--- src/rtl/polyline_length_accumulator_defines.svh ---
// ----------------------------------------------------------------------------
// polyline_length_accumulator_defines.svh
// Assertion macros used by the polyline length accumulator back end (pla_back).
// ----------------------------------------------------------------------------
`ifndef POLYLINE_LENGTH_ACCUMULATOR_DEFINES_SVH
`define POLYLINE_LENGTH_ACCUMULATOR_DEFINES_SVH

// Check that expr holds at every clock edge outside reset.
`define PLA_ASSERT_ALWAYS(label, clk, rst_n, expr, msg) \
    label: assert property (@(posedge clk) disable iff (!rst_n) (expr)) \
        else $error(msg);

// Check that cons holds in the same cycle as ante.
`define PLA_ASSERT_IMPLY(label, clk, rst_n, ante, cons, msg) \
    label: assert property (@(posedge clk) disable iff (!rst_n) (ante) |-> (cons)) \
        else $error(msg);

// Check that cons holds in the cycle after ante.
`define PLA_ASSERT_NEXT(label, clk, rst_n, ante, cons, msg) \
    label: assert property (@(posedge clk) disable iff (!rst_n) (ante) |=> (cons)) \
        else $error(msg);

`endif

--- src/rtl/pla_pkg.sv ---
// ----------------------------------------------------------------------------
// pla_pkg
// Widths, queue entry and status types for the polyline length accumulator.
// ----------------------------------------------------------------------------
package pla_pkg;

    // Coordinate width; the fraction position does not change any logic.
    localparam int COORD_BITS    = 24;
    localparam int SQ_BITS       = 2 * COORD_BITS;
    localparam int ROOT_BITS     = COORD_BITS + 1;
    localparam int RAD_BITS      = 2 * ROOT_BITS;
    localparam int REM_BITS      = ROOT_BITS + 1;
    localparam int STEP_BITS     = ROOT_BITS + 3;
    localparam int ROOT_CNT_BITS = $clog2(ROOT_BITS);

    localparam int CHAIN_BITS = 40;
    localparam int BATCH_BITS = 44;
    localparam int COUNT_BITS = 32;

    localparam int QUEUE_DEPTH = 2;
    localparam int QPTR_BITS   = (QUEUE_DEPTH > 1) ? $clog2(QUEUE_DEPTH) : 1;
    localparam int QCNT_BITS   = $clog2(QUEUE_DEPTH + 1);

    typedef struct packed {
        logic [COORD_BITS-1:0] dx;
        logic [COORD_BITS-1:0] dy;
        logic                  chain_start;
        logic                  chain_end;
        logic                  batch_end;
    } pla_item_t;

    typedef struct packed {
        logic not_empty;
        logic not_full;
    } pla_qstat_t;

endpackage

--- src/rtl/pla_front.sv ---
// ----------------------------------------------------------------------------
// pla_front
// Accept points, measure |dx| and |dy| against the stored previous point.
// ----------------------------------------------------------------------------
module pla_front (
    input  logic                                  clk,
    input  logic                                  rst_n,
    input  logic                                  in_valid,
    output logic                                  in_ready,
    input  logic signed [pla_pkg::COORD_BITS-1:0] coord_x,
    input  logic signed [pla_pkg::COORD_BITS-1:0] coord_y,
    input  logic                                  chain_start,
    input  logic                                  chain_end,
    input  logic                                  batch_end,
    input  pla_pkg::pla_qstat_t                   q_stat,
    output logic                                  push,
    output pla_pkg::pla_item_t                    push_item
);

    logic [pla_pkg::COORD_BITS-1:0] prev_x_reg, prev_x_next;
    logic [pla_pkg::COORD_BITS-1:0] prev_y_reg, prev_y_next;
    logic [pla_pkg::COORD_BITS:0]   diff_x;
    logic [pla_pkg::COORD_BITS:0]   diff_y;
    logic [pla_pkg::COORD_BITS:0]   mag_x;
    logic [pla_pkg::COORD_BITS:0]   mag_y;

    assign in_ready = q_stat.not_full;
    assign push     = in_valid && in_ready;

    // sign-extended difference, then magnitude
    always_comb
    begin
        diff_x = {coord_x[pla_pkg::COORD_BITS-1], coord_x}
               - {prev_x_reg[pla_pkg::COORD_BITS-1], prev_x_reg};
        diff_y = {coord_y[pla_pkg::COORD_BITS-1], coord_y}
               - {prev_y_reg[pla_pkg::COORD_BITS-1], prev_y_reg};
        mag_x  = diff_x[pla_pkg::COORD_BITS] ? (~diff_x + 1'b1) : diff_x;
        mag_y  = diff_y[pla_pkg::COORD_BITS] ? (~diff_y + 1'b1) : diff_y;

        push_item.dx          = mag_x[pla_pkg::COORD_BITS-1:0];
        push_item.dy          = mag_y[pla_pkg::COORD_BITS-1:0];
        push_item.chain_start = chain_start;
        push_item.chain_end   = chain_end;
        push_item.batch_end   = batch_end;
    end

    always_comb
    begin
        prev_x_next = prev_x_reg;
        prev_y_next = prev_y_reg;
        if (push)
        begin
            prev_x_next = coord_x;
            prev_y_next = coord_y;
        end
    end

    always_ff @(posedge clk or negedge rst_n)
    begin
        if (!rst_n)
        begin
            prev_x_reg <= '0;
            prev_y_reg <= '0;
        end
        else
        begin
            prev_x_reg <= prev_x_next;
            prev_y_reg <= prev_y_next;
        end
    end

endmodule

--- src/rtl/pla_queue.sv ---
// ----------------------------------------------------------------------------
// pla_queue
// Short FIFO of measured points between front and back.
// ----------------------------------------------------------------------------
module pla_queue (
    input  logic                clk,
    input  logic                rst_n,
    input  logic                push,
    input  pla_pkg::pla_item_t  push_item,
    input  logic                pop,
    output pla_pkg::pla_item_t  pop_item,
    output pla_pkg::pla_qstat_t q_stat
);

    pla_pkg::pla_item_t              mem_reg [pla_pkg::QUEUE_DEPTH];
    logic [pla_pkg::QPTR_BITS-1:0]   wr_ptr_reg, wr_ptr_next;
    logic [pla_pkg::QPTR_BITS-1:0]   rd_ptr_reg, rd_ptr_next;
    logic [pla_pkg::QCNT_BITS-1:0]   count_reg, count_next;

    function automatic logic [pla_pkg::QPTR_BITS-1:0] ptr_inc(
        input logic [pla_pkg::QPTR_BITS-1:0] ptr
    );
        if (ptr == pla_pkg::QPTR_BITS'(pla_pkg::QUEUE_DEPTH - 1))
            return '0;
        return ptr + 1'b1;
    endfunction

    assign pop_item         = mem_reg[rd_ptr_reg];
    assign q_stat.not_empty = (count_reg != '0);
    assign q_stat.not_full  = (count_reg != pla_pkg::QCNT_BITS'(pla_pkg::QUEUE_DEPTH));

    always_comb
    begin
        wr_ptr_next = push ? ptr_inc(wr_ptr_reg) : wr_ptr_reg;
        rd_ptr_next = pop  ? ptr_inc(rd_ptr_reg) : rd_ptr_reg;
        count_next  = count_reg;
        if (push && !pop)
            count_next = count_reg + 1'b1;
        else if (pop && !push)
            count_next = count_reg - 1'b1;
    end

    always_ff @(posedge clk or negedge rst_n)
    begin
        if (!rst_n)
        begin
            wr_ptr_reg <= '0;
            rd_ptr_reg <= '0;
            count_reg  <= '0;
        end
        else
        begin
            wr_ptr_reg <= wr_ptr_next;
            rd_ptr_reg <= rd_ptr_next;
            count_reg  <= count_next;
        end
    end

    always_ff @(posedge clk)
    begin
        if (push)
            mem_reg[wr_ptr_reg] <= push_item;
    end

endmodule

--- src/rtl/pla_back.sv ---
// ----------------------------------------------------------------------------
// pla_back
// Square, bit-serial square root, saturating accumulation, result register.
// ----------------------------------------------------------------------------
`include "polyline_length_accumulator_defines.svh"

module pla_back (
    input  logic                                 clk,
    input  logic                                 rst_n,
    input  pla_pkg::pla_qstat_t                  q_stat,
    input  pla_pkg::pla_item_t                   pop_item,
    output logic                                 pop,
    output logic                                 out_valid,
    input  logic                                 out_ready,
    output logic [pla_pkg::CHAIN_BITS-1:0]       chain_length,
    output logic [pla_pkg::BATCH_BITS-1:0]       total_length,
    output logic [pla_pkg::COUNT_BITS-1:0]       chain_points,
    output logic [pla_pkg::COUNT_BITS-1:0]       total_points,
    output logic                                 last_of_batch
);

    typedef enum logic [4:0] {
        S_IDLE   = 5'b00001,
        S_SQUARE = 5'b00010,
        S_SUM    = 5'b00100,
        S_ROOT   = 5'b01000,
        S_ACCUM  = 5'b10000
    } pla_state_t;

    pla_state_t                          state_reg, state_next;
    pla_pkg::pla_item_t                  item_reg, item_next;
    logic [pla_pkg::SQ_BITS-1:0]         sq_x_reg, sq_x_next;
    logic [pla_pkg::SQ_BITS-1:0]         sq_y_reg, sq_y_next;
    logic [pla_pkg::RAD_BITS-1:0]        rad_reg, rad_next;
    logic [pla_pkg::REM_BITS-1:0]        rem_reg, rem_next;
    logic [pla_pkg::ROOT_BITS-1:0]       res_reg, res_next;
    logic [pla_pkg::ROOT_CNT_BITS-1:0]   cnt_reg, cnt_next;

    logic [pla_pkg::CHAIN_BITS-1:0]      chain_sum_reg, chain_sum_next;
    logic [pla_pkg::BATCH_BITS-1:0]      batch_sum_reg, batch_sum_next;
    logic [pla_pkg::COUNT_BITS-1:0]      chain_count_reg, chain_count_next;
    logic [pla_pkg::COUNT_BITS-1:0]      batch_count_reg, batch_count_next;

    logic                                out_valid_reg, out_valid_next;
    logic [pla_pkg::CHAIN_BITS-1:0]      out_chain_reg, out_chain_next;
    logic [pla_pkg::BATCH_BITS-1:0]      out_batch_reg, out_batch_next;
    logic [pla_pkg::COUNT_BITS-1:0]      out_ccnt_reg, out_ccnt_next;
    logic [pla_pkg::COUNT_BITS-1:0]      out_bcnt_reg, out_bcnt_next;
    logic                                out_last_reg, out_last_next;

    logic [pla_pkg::STEP_BITS-1:0]       rem_shift;
    logic [pla_pkg::STEP_BITS-1:0]       trial;
    logic                                root_ge;
    logic [pla_pkg::CHAIN_BITS-1:0]      chain_base;
    logic [pla_pkg::COUNT_BITS-1:0]      ccnt_base;
    logic [pla_pkg::CHAIN_BITS:0]        chain_add;
    logic [pla_pkg::BATCH_BITS:0]        batch_add;
    logic [pla_pkg::COUNT_BITS:0]        ccnt_add;
    logic [pla_pkg::COUNT_BITS:0]        bcnt_add;
    logic [pla_pkg::CHAIN_BITS-1:0]      chain_new;
    logic [pla_pkg::BATCH_BITS-1:0]      batch_new;
    logic [pla_pkg::COUNT_BITS-1:0]      ccnt_new;
    logic [pla_pkg::COUNT_BITS-1:0]      bcnt_new;
    logic                                out_free;

    assign out_valid     = out_valid_reg;
    assign chain_length  = out_chain_reg;
    assign total_length  = out_batch_reg;
    assign chain_points  = out_ccnt_reg;
    assign total_points  = out_bcnt_reg;
    assign last_of_batch = out_last_reg;

    assign out_free = !out_valid_reg || out_ready;
    assign pop      = (state_reg == S_IDLE) && q_stat.not_empty;

    // one root digit per cycle
    always_comb
    begin
        rem_shift = {rem_reg, rad_reg[pla_pkg::RAD_BITS-1 -: 2]};
        trial     = {1'b0, res_reg, 2'b01};
        root_ge   = (rem_shift >= trial);
    end

    // saturating sums; a chain start restarts the chain terms
    always_comb
    begin
        chain_base = item_reg.chain_start ? '0 : chain_sum_reg;
        ccnt_base  = item_reg.chain_start ? '0 : chain_count_reg;
        chain_add  = {1'b0, chain_base} + (pla_pkg::CHAIN_BITS + 1)'(res_reg);
        batch_add  = {1'b0, batch_sum_reg} + (pla_pkg::BATCH_BITS + 1)'(res_reg);
        ccnt_add   = {1'b0, ccnt_base} + 1'b1;
        bcnt_add   = {1'b0, batch_count_reg} + 1'b1;
        chain_new  = chain_add[pla_pkg::CHAIN_BITS] ? '1
                                                    : chain_add[pla_pkg::CHAIN_BITS-1:0];
        batch_new  = batch_add[pla_pkg::BATCH_BITS] ? '1
                                                    : batch_add[pla_pkg::BATCH_BITS-1:0];
        ccnt_new   = ccnt_add[pla_pkg::COUNT_BITS] ? '1 : ccnt_add[pla_pkg::COUNT_BITS-1:0];
        bcnt_new   = bcnt_add[pla_pkg::COUNT_BITS] ? '1 : bcnt_add[pla_pkg::COUNT_BITS-1:0];
    end

    always_comb
    begin
        state_next       = state_reg;
        item_next        = item_reg;
        sq_x_next        = sq_x_reg;
        sq_y_next        = sq_y_reg;
        rad_next         = rad_reg;
        rem_next         = rem_reg;
        res_next         = res_reg;
        cnt_next         = cnt_reg;
        chain_sum_next   = chain_sum_reg;
        batch_sum_next   = batch_sum_reg;
        chain_count_next = chain_count_reg;
        batch_count_next = batch_count_reg;
        out_valid_next   = out_valid_reg && !out_ready;
        out_chain_next   = out_chain_reg;
        out_batch_next   = out_batch_reg;
        out_ccnt_next    = out_ccnt_reg;
        out_bcnt_next    = out_bcnt_reg;
        out_last_next    = out_last_reg;

        case (state_reg)
            S_IDLE:
            begin
                if (q_stat.not_empty)
                begin
                    item_next  = pop_item;
                    res_next   = '0;
                    state_next = pop_item.chain_start ? S_ACCUM : S_SQUARE;
                end
            end
            S_SQUARE:
            begin
                sq_x_next  = item_reg.dx * item_reg.dx;
                sq_y_next  = item_reg.dy * item_reg.dy;
                state_next = S_SUM;
            end
            S_SUM:
            begin
                rad_next   = pla_pkg::RAD_BITS'({1'b0, sq_x_reg} + {1'b0, sq_y_reg});
                rem_next   = '0;
                res_next   = '0;
                cnt_next   = '0;
                state_next = S_ROOT;
            end
            S_ROOT:
            begin
                rem_next = root_ge ? pla_pkg::REM_BITS'(rem_shift - trial)
                                   : rem_shift[pla_pkg::REM_BITS-1:0];
                res_next = {res_reg[pla_pkg::ROOT_BITS-2:0], root_ge};
                rad_next = rad_reg << 2;
                cnt_next = cnt_reg + 1'b1;
                if (cnt_reg == pla_pkg::ROOT_CNT_BITS'(pla_pkg::ROOT_BITS - 1))
                    state_next = S_ACCUM;
            end
            S_ACCUM:
            begin
                if (!item_reg.chain_end)
                begin
                    chain_sum_next   = chain_new;
                    batch_sum_next   = batch_new;
                    chain_count_next = ccnt_new;
                    batch_count_next = bcnt_new;
                    state_next       = S_IDLE;
                end
                else if (out_free)
                begin
                    out_valid_next   = 1'b1;
                    out_chain_next   = chain_new;
                    out_batch_next   = batch_new;
                    out_ccnt_next    = ccnt_new;
                    out_bcnt_next    = bcnt_new;
                    out_last_next    = item_reg.batch_end;
                    chain_sum_next   = '0;
                    chain_count_next = '0;
                    batch_sum_next   = item_reg.batch_end ? '0 : batch_new;
                    batch_count_next = item_reg.batch_end ? '0 : bcnt_new;
                    state_next       = S_IDLE;
                end
            end
            default:
            begin
                state_next = S_IDLE;
            end
        endcase
    end

    always_ff @(posedge clk or negedge rst_n)
    begin
        if (!rst_n)
        begin
            state_reg       <= S_IDLE;
            chain_sum_reg   <= '0;
            batch_sum_reg   <= '0;
            chain_count_reg <= '0;
            batch_count_reg <= '0;
            out_valid_reg   <= 1'b0;
        end
        else
        begin
            state_reg       <= state_next;
            chain_sum_reg   <= chain_sum_next;
            batch_sum_reg   <= batch_sum_next;
            chain_count_reg <= chain_count_next;
            batch_count_reg <= batch_count_next;
            out_valid_reg   <= out_valid_next;
        end
    end

    always_ff @(posedge clk)
    begin
        item_reg      <= item_next;
        sq_x_reg      <= sq_x_next;
        sq_y_reg      <= sq_y_next;
        rad_reg       <= rad_next;
        rem_reg       <= rem_next;
        res_reg       <= res_next;
        cnt_reg       <= cnt_next;
        out_chain_reg <= out_chain_next;
        out_batch_reg <= out_batch_next;
        out_ccnt_reg  <= out_ccnt_next;
        out_bcnt_reg  <= out_bcnt_next;
        out_last_reg  <= out_last_next;
    end

    `PLA_ASSERT_IMPLY(a_rem_bound, clk, rst_n, state_reg == S_ROOT,
        rem_reg <= {res_reg, 1'b0}, "square root remainder exceeds twice the root")
    `PLA_ASSERT_ALWAYS(a_chain_sum_le_batch, clk, rst_n,
        pla_pkg::BATCH_BITS'(chain_sum_reg) <= batch_sum_reg, "chain sum above batch sum")
    `PLA_ASSERT_ALWAYS(a_chain_cnt_le_batch, clk, rst_n,
        chain_count_reg <= batch_count_reg, "chain count above batch count")
    `PLA_ASSERT_NEXT(a_start_skips_root, clk, rst_n,
        state_reg == S_IDLE && q_stat.not_empty && pop_item.chain_start,
        state_reg == S_ACCUM, "chain start point did not go straight to accumulate")

endmodule

--- src/rtl/polyline_length_accumulator.sv ---
// ----------------------------------------------------------------------------
// polyline_length_accumulator
// Sum Euclidean segment lengths of polyline chains and batches.
// ----------------------------------------------------------------------------
// Usage:
//   Input channel (in_valid/in_ready) carries one point per transaction:
//   signed Q16.8 coord_x/coord_y plus chain_start, chain_end, batch_end.
//   Output channel (out_valid/out_ready) carries one result per chain end:
//   chain length, running batch length (both Q.8), chain and batch point
//   counts, and last_of_batch. All four sums saturate.
//   Flow: the front computes |dx|,|dy| as the point is taken and pushes it
//   into a two-entry queue. The back pops one point at a time; a point that
//   is not a chain start passes through pop, square, add, 25 root steps of
//   the bit-serial square root and accumulate, a chain start point only
//   through pop and accumulate. The square root unit sets the sustained
//   point rate. A result appears in the output register in the cycle after
//   its point's accumulate step.
//   Reset clears the stored previous point to (0,0), all sums and counts,
//   the queue and the output valid flag; the output data is not reset.
//   While the receiver stalls, the result holds in the output register; the
//   back stalls at the next chain end and the queue fills, then in_ready drops.
// ----------------------------------------------------------------------------
module polyline_length_accumulator (
    input  logic                                  clk,
    input  logic                                  rst_n,
    input  logic                                  in_valid,
    output logic                                  in_ready,
    input  logic signed [pla_pkg::COORD_BITS-1:0] coord_x,
    input  logic signed [pla_pkg::COORD_BITS-1:0] coord_y,
    input  logic                                  chain_start,
    input  logic                                  chain_end,
    input  logic                                  batch_end,
    output logic                                  out_valid,
    input  logic                                  out_ready,
    output logic [pla_pkg::CHAIN_BITS-1:0]        chain_length,
    output logic [pla_pkg::BATCH_BITS-1:0]        total_length,
    output logic [pla_pkg::COUNT_BITS-1:0]        chain_points,
    output logic [pla_pkg::COUNT_BITS-1:0]        total_points,
    output logic                                  last_of_batch
);

    // front to queue
    logic                push;
    pla_pkg::pla_item_t  push_item;
    // queue to back
    logic                pop;
    pla_pkg::pla_item_t  pop_item;
    pla_pkg::pla_qstat_t q_stat;

    // Measure each point against the previous one as it is accepted.
    pla_front u_front (
        .clk         (clk),
        .rst_n       (rst_n),
        .in_valid    (in_valid),
        .in_ready    (in_ready),
        .coord_x     (coord_x),
        .coord_y     (coord_y),
        .chain_start (chain_start),
        .chain_end   (chain_end),
        .batch_end   (batch_end),
        .q_stat      (q_stat),
        .push        (push),
        .push_item   (push_item)
    );

    // Decouple the front, which measures each point as it is accepted, from the bit-serial back.
    pla_queue u_queue (
        .clk       (clk),
        .rst_n     (rst_n),
        .push      (push),
        .push_item (push_item),
        .pop       (pop),
        .pop_item  (pop_item),
        .q_stat    (q_stat)
    );

    // Square, root, accumulate, and hold the result for the receiver.
    pla_back u_back (
        .clk           (clk),
        .rst_n         (rst_n),
        .q_stat        (q_stat),
        .pop_item      (pop_item),
        .pop           (pop),
        .out_valid     (out_valid),
        .out_ready     (out_ready),
        .chain_length  (chain_length),
        .total_length  (total_length),
        .chain_points  (chain_points),
        .total_points  (total_points),
        .last_of_batch (last_of_batch)
    );

endmodule

--- config.mk ---
export PLATFORM = sky130hd
export DESIGN_NAME = polyline_length_accumulator
export DESIGN_NICKNAME = d
export VERILOG_FILES = /design/src/rtl/pla_pkg.sv /design/src/rtl/pla_front.sv /design/src/rtl/pla_queue.sv /design/src/rtl/pla_back.sv /design/src/rtl/polyline_length_accumulator.sv
export VERILOG_INCLUDE_DIRS = /design/src /design/src/rtl
export SDC_FILE = /design/constraint.sdc
export NUM_CORES = 2
export LEC_CHECK = 0
export CORE_MARGIN = 2
export CORE_UTILIZATION = 58
export DETAILED_ROUTE_END_ITERATION = 12
export DONT_BUFFER_PORTS = 1
export GPL_ROUTABILITY_DRIVEN = 0
export PLACE_DENSITY_LB_ADDON = 0.05
export SYNTH_ARGS = -nofsm -noshare
export SYNTH_HDL_FRONTEND = slang
export SYNTH_SLANG_ARGS = --single-unit
--- constraint.sdc ---
create_clock -name clk -period 9.5 [get_ports clk]
set_clock_uncertainty 0.15 [all_clocks]
set_input_delay 1.9 -clock clk [delete_from_list [all_inputs] [get_ports clk]]
set_output_delay 1.9 -clock clk [all_outputs]
set_load 0.02 [all_outputs]
[Word level (Yosys, flattened, before mapping)]
Memories as Yosys holds them, arrays and structs flattened.
Cells that the tools add are included.
Storage, ports and cells
  word-level logic and storage cells: 121
  input port bits: 55
  bits in writable memories: 102
  flip-flop bits (word level): 608
  output and inout port bits: 151
  memories kept: 1
Memories
  u_queue.mem_reg: words 2, width 51, read ports 1, clocked after Yosys merged registers in 0, wr ports 1, RTL line pla_queue.sv:15  | pla_pkg::pla_item_t mem_reg [pla_pkg::QUEUE_DEPTH];
Operators by class
  bitwise gates (word level): 2
  add/sub/neg operators: 15
  reduce and logical (&&, ||, !) cells: 19
  muxes and demuxes: 43
  $mul: 2
  eq/ne operators: 11
  order comparisons: 1
Operator list (number)
  $mux W32: 8
  $mux W44: 4
  $mux W40: 4
  $pmux W50 S2: 1
  $mul A24 B24 Y48: 2
  $pmux W25 S3: 1
  $add A32 B1 Y33 const B: 2
  $pmux W26 S2: 1
  $sub A24 B24 Y25: 2
  $add A48 B48 Y49: 1
  $add A24 B1 Y24 const B: 2
  $mux W24: 2
  $not A24 Y24: 2
  $add A44 B25 Y45: 1
  $add A40 B25 Y41: 1
  $ge A28 B27 Y1: 1
  $mux W26: 1
  $sub A26 B26 Y26: 1
  $mux W25: 1
  $mux W5: 5
  $pmux W5 S5: 1
  $mux W1: 11
  $eq A5 B5 Y1 const B: 2
  $pmux W5 S2: 1
  other kinds (19): 35

[Logic depth before layout (Yosys ltp)]
  depth in word-level cells: 6
  depth in mapped cells: 28

[Modules after synthesis]
From an unflattened synthesis, not the netlist that was laid out.
Unflattened totals
  cell total of the unflattened synthesis: 7151
  area, all modules: 70939.3 um^2
Modules (own cells, without submodules)
  pla_back: instances 1, cells each 6168, area each 60837.1 um^2
  pla_front: instances 1, cells each 808, area each 5980.7 um^2
  pla_queue: instances 1, cells each 175, area each 4121.5 um^2

[Least setup slack after synthesis]
No wires, ideal clock.
  kind: input to register
  from: in out_ready
  to: reg u_back.out_chain_reg (netlist bit u_back.chain_length[0]), enable pin
  path slack: 529 ps
  library setup time: 659 ps
  cell stages on the path: 2
  arrival time: 8162 ps
  required time: 8691 ps
  path buffers: 0
  cell sequence: nor2b_1 -> nor2_1
Between the ends
  longest elaborated chain between the ends: 2
Ends and longest elaborated chain
  start: declaration: RTL line polyline_length_accumulator.sv:34  | input logic out_ready,
  $logic_or A1 B1 Y1: RTL line pla_back.sv:73  | assign out_free = !out_valid_reg || out_ready;
  $reduce_and A3 Y1 (no line)
  end signal: assignment: RTL line pla_back.sv:219  | out_chain_reg <= out_chain_next;
  end: declaration: RTL line pla_back.sv:45  | logic [pla_pkg::CHAIN_BITS-1:0] out_chain_reg, out_chain_next;
Every way passes these cells.
A chain may end at the register's enable or synchronous reset.

[Worst setup path in the final report]
  from: reg u_back.item_reg[8] (netlist bit)
  to: reg u_back.sq_y_reg[42] (netlist bit) (data pin)
Between the ends
  longest elaborated chain between the ends: 1
Ends and longest elaborated chain
  start: declaration: RTL line pla_back.sv:31  | pla_pkg::pla_item_t item_reg, item_next;
  start signal: assignment: RTL line pla_back.sv:212  | item_reg <= item_next;
  $mul A24 B24 Y48: RTL line pla_back.sv:135  | sq_y_next = item_reg.dy * item_reg.dy;
  end signal: assignment: RTL line pla_back.sv:214  | sq_y_reg <= sq_y_next;
  end: declaration: RTL line pla_back.sv:33  | logic [pla_pkg::SQ_BITS-1:0] sq_y_reg, sq_y_next;
Every way passes these cells.

==> results.ini <==
[floorplan]
die_w_um = 350
dieArea_mm2 = 0.123
rows = 127
ios = 206
start_util = 0.582
die_h_um = 350
core_mm2 = 0.119

[sta]
setup_viol = 0
slew_violations = 0
tightest_slew_ns = 1.11
max_freq_ghz = 0.118
finalSetupTns_ns = 0
min_period_ns = 8.44
max_slew_margin = 0.255
finalCritPeriodShare = 0.889
hold_viol = 0
rsz0062_at_grt = no

[grt]
overflow = 0
grt_max_degree = 207
grt_pass1_wl_um = 264000
grtUsageTotal = 0.271
grt_pass1_vias = 49165
antenna_found_initial = 2

[synth]
syn_area_per_cell_um2 = 9.96
synth_edf_count = 502
ys_types = 88
ys_ff_latch = 708
syn_area_mm2 = 0.0695
async_flop_share = 0.291
yosysSeqAreaShare = 0.291
syn_inst = 6981
synth_nets = 8419
yosysWarningCount = 0
synth_ff_type = edfxtp_1

[routing]
drcViolationCount = 0
initialDrtViolationCount = 2850
top_layer = met4
wl_met2_um = 77900
route.met3.wl_um = 7250
first_pass_iters = 7
avgRoutedWirePerCell_um = 18.8
drt_wl_total_um = 161000
ant_nets = 0
wirelength_met1_um = 71400
via_per_inst = 5.56
vias = 47675

[setup_path]
startpoint_type = register
critPathMaxFanout = 25
r2r.worst_path.cells = 24
cp.arrival_ns = 8.67
critPathRequiredTime_ns = 9.73
worstSetupEndpointType = register
critPathKind = register to register

[clock_network]
clock_insertion_delay_worst_skew_ns = 0.68
clockBufferDepth = 3
cts_tree = done
cts_resized = 0
clkTransAtPathRegs_ns = 0.06
cts_hold_buf = 0
htree_num_levels = 3
cts_setup_buffers = 0
clkSinkCount = 708
root_buffer = clkbuf_16
cts_buffers = 81

[run]
cap_violations = 0

[worst_hold_path]
hp-class = register to register
whs_path_depth = 1

[finish]
antenna_cells = 0
area_growth_pct = 6.58
finalNonFillerCells = 8582
nNetsFinal = 8340
fill_cells = 10095
drive_above_1_share = 0.0463
largest_reg_flops = 102
design_area_mm2 = 0.0741

[placement]
place_area_mm2 = 0.0712
place_inst = 8431
port_buffers = 0
place_hpwl_um = 125000

[outcome]
outcome = finished, final reports clean

## per-stage QoR
step,worst slack [ns],hold slack [ns],utilization
2_1_floorplan,0.529,0.301,-
3_3_place_gp,1.31,0.315,0.596
3_5_place_dp,1.18,0.319,0.596
4_1_cts,1.13,0.334,0.620
5_1_grt,0.594,0.356,0.620
6_report,1.06,0.329,0.620
## critical path: stages, from the launching register on
cell and delay [ns]:
edfxtp_1 1.03, nand2_1 0.25, fa_1 0.56, inv_1 0.05
fa_1 0.52, inv_1 0.05, fa_1 0.47, inv_1 0.05
fa_1 0.42, fa_1 0.50, fa_1 0.49, inv_1 0.05
fa_1 0.57, inv_1 0.06, ha_1 0.23, or3_1 0.31
a211oi_1 0.25, a31oi_1 0.20, a41oi_1 0.45, nor4_1 0.14
o21ai_0 0.39, o211ai_1 0.20, and3_1 0.25, a221oi_1 0.34
xnor2_1 0.13
## Yosys cell counts (135+ instances only)
| master | number | area, um^2 |
|---|---|---|
| inv_1 | 1379 | 5180 |
| fa_1 | 854 | 17100 |
| nand2_1 | 697 | 2620 |
| ha_1 | 529 | 6620 |
| edfxtp_1 | 502 | 15100 |
| nor2_1 | 285 | 1070 |
| a21oi_1 | 281 | 1410 |
| o21ai_0 | 275 | 1380 |
| and2_1 | 258 | 1610 |
| clkbuf_1 | 209 | 785 |
| dfrtp_1 | 205 | 5130 |
| xnor2_1 | 189 | 1660 |
| xor2_1 | 135 | 1180 |
## layer usage
layer | up-vias | GRT usage
li1 | 22619 | -
met5 | - | 0
met4 | 0 | 0.0757
met2 | 1093 | 0.457
met3 | 251 | 0.0346
met1 | 23712 | 0.369
## layout by cell type, fill, tap and decap left out, types with 42 or more instances in the layout
master,n
and2_1,258
fa_1,854
nand3_1,112
clkbuf_16,83
and3_1,42
nor2_1,280
inv_1,1377
mux2_2,64
a21oi_1,280
buf_4,57
edfxtp_1,502
nor3_1,70
nand2_1,696
xnor2_1,189
dfrtp_1,204
a22o_1,112
a21o_1,115
o21ai_0,275
nor2b_1,76
xor2_1,135
ha_1,529
## final cells by class
type / count / area [um^2] / area share
tap: 1612 / 2020 / 0.0272
sequential: 708 / 20200 / 0.273
inverter: 1380 / 5180 / 0.0699
clock buffer: 104 / 2240 / 0.0302
timing repair buffer: 57 / 428 / 0.00577
clock inverter: 47 / 643 / 0.00868
multi-input combinational: 4674 / 43400 / 0.585
## worst paths after layout
| kind | to | slack, ns | startpoint |
|---|---|---|---|
| setup reg to reg | u_back.sq_y_reg[42]$_DFFE_PP_ | 1.06 | u_back.item_reg[8]$_DFFE_PP_ |
| hold / removal | u_back.chain_sum_reg[22]$_DFFE_PN0P_ | 0.33 | u_back.chain_sum_reg[22]$_DFFE_PN0P_ |
| min in group asynchronous | u_back.batch_count_reg[9]$_DFFE_PN0P_ | 0.74 | rst_n |
| hold reg to reg | u_back.chain_sum_reg[22]$_DFFE_PN0P_ | 0.33 | u_back.chain_sum_reg[22]$_DFFE_PN0P_ |
| setup / recovery | u_back.sq_y_reg[42]$_DFFE_PP_ | 1.06 | u_back.item_reg[8]$_DFFE_PP_ |
| max in group asynchronous | u_queue.rd_ptr_reg$_DFFE_PN0P_ | 7.57 | rst_n |
## cell families after synthesis
kind of cell | Yosys count | synth area share
muxes | 77 | 0.0122
xor gates and xnor gates | 324 | 0.0408
buffers and inverters | 1599 | 0.0864
and+or+nand+nor | 1760 | 0.122
AOI/OAI and AO/OA | 1130 | 0.107
DFF | 708 | 0.291
adders and majority gates | 1383 | 0.341
Power is left out: the tool's default activity adds up to more than one toggle a clock period on the data nets, which glitch-free logic cannot reach.
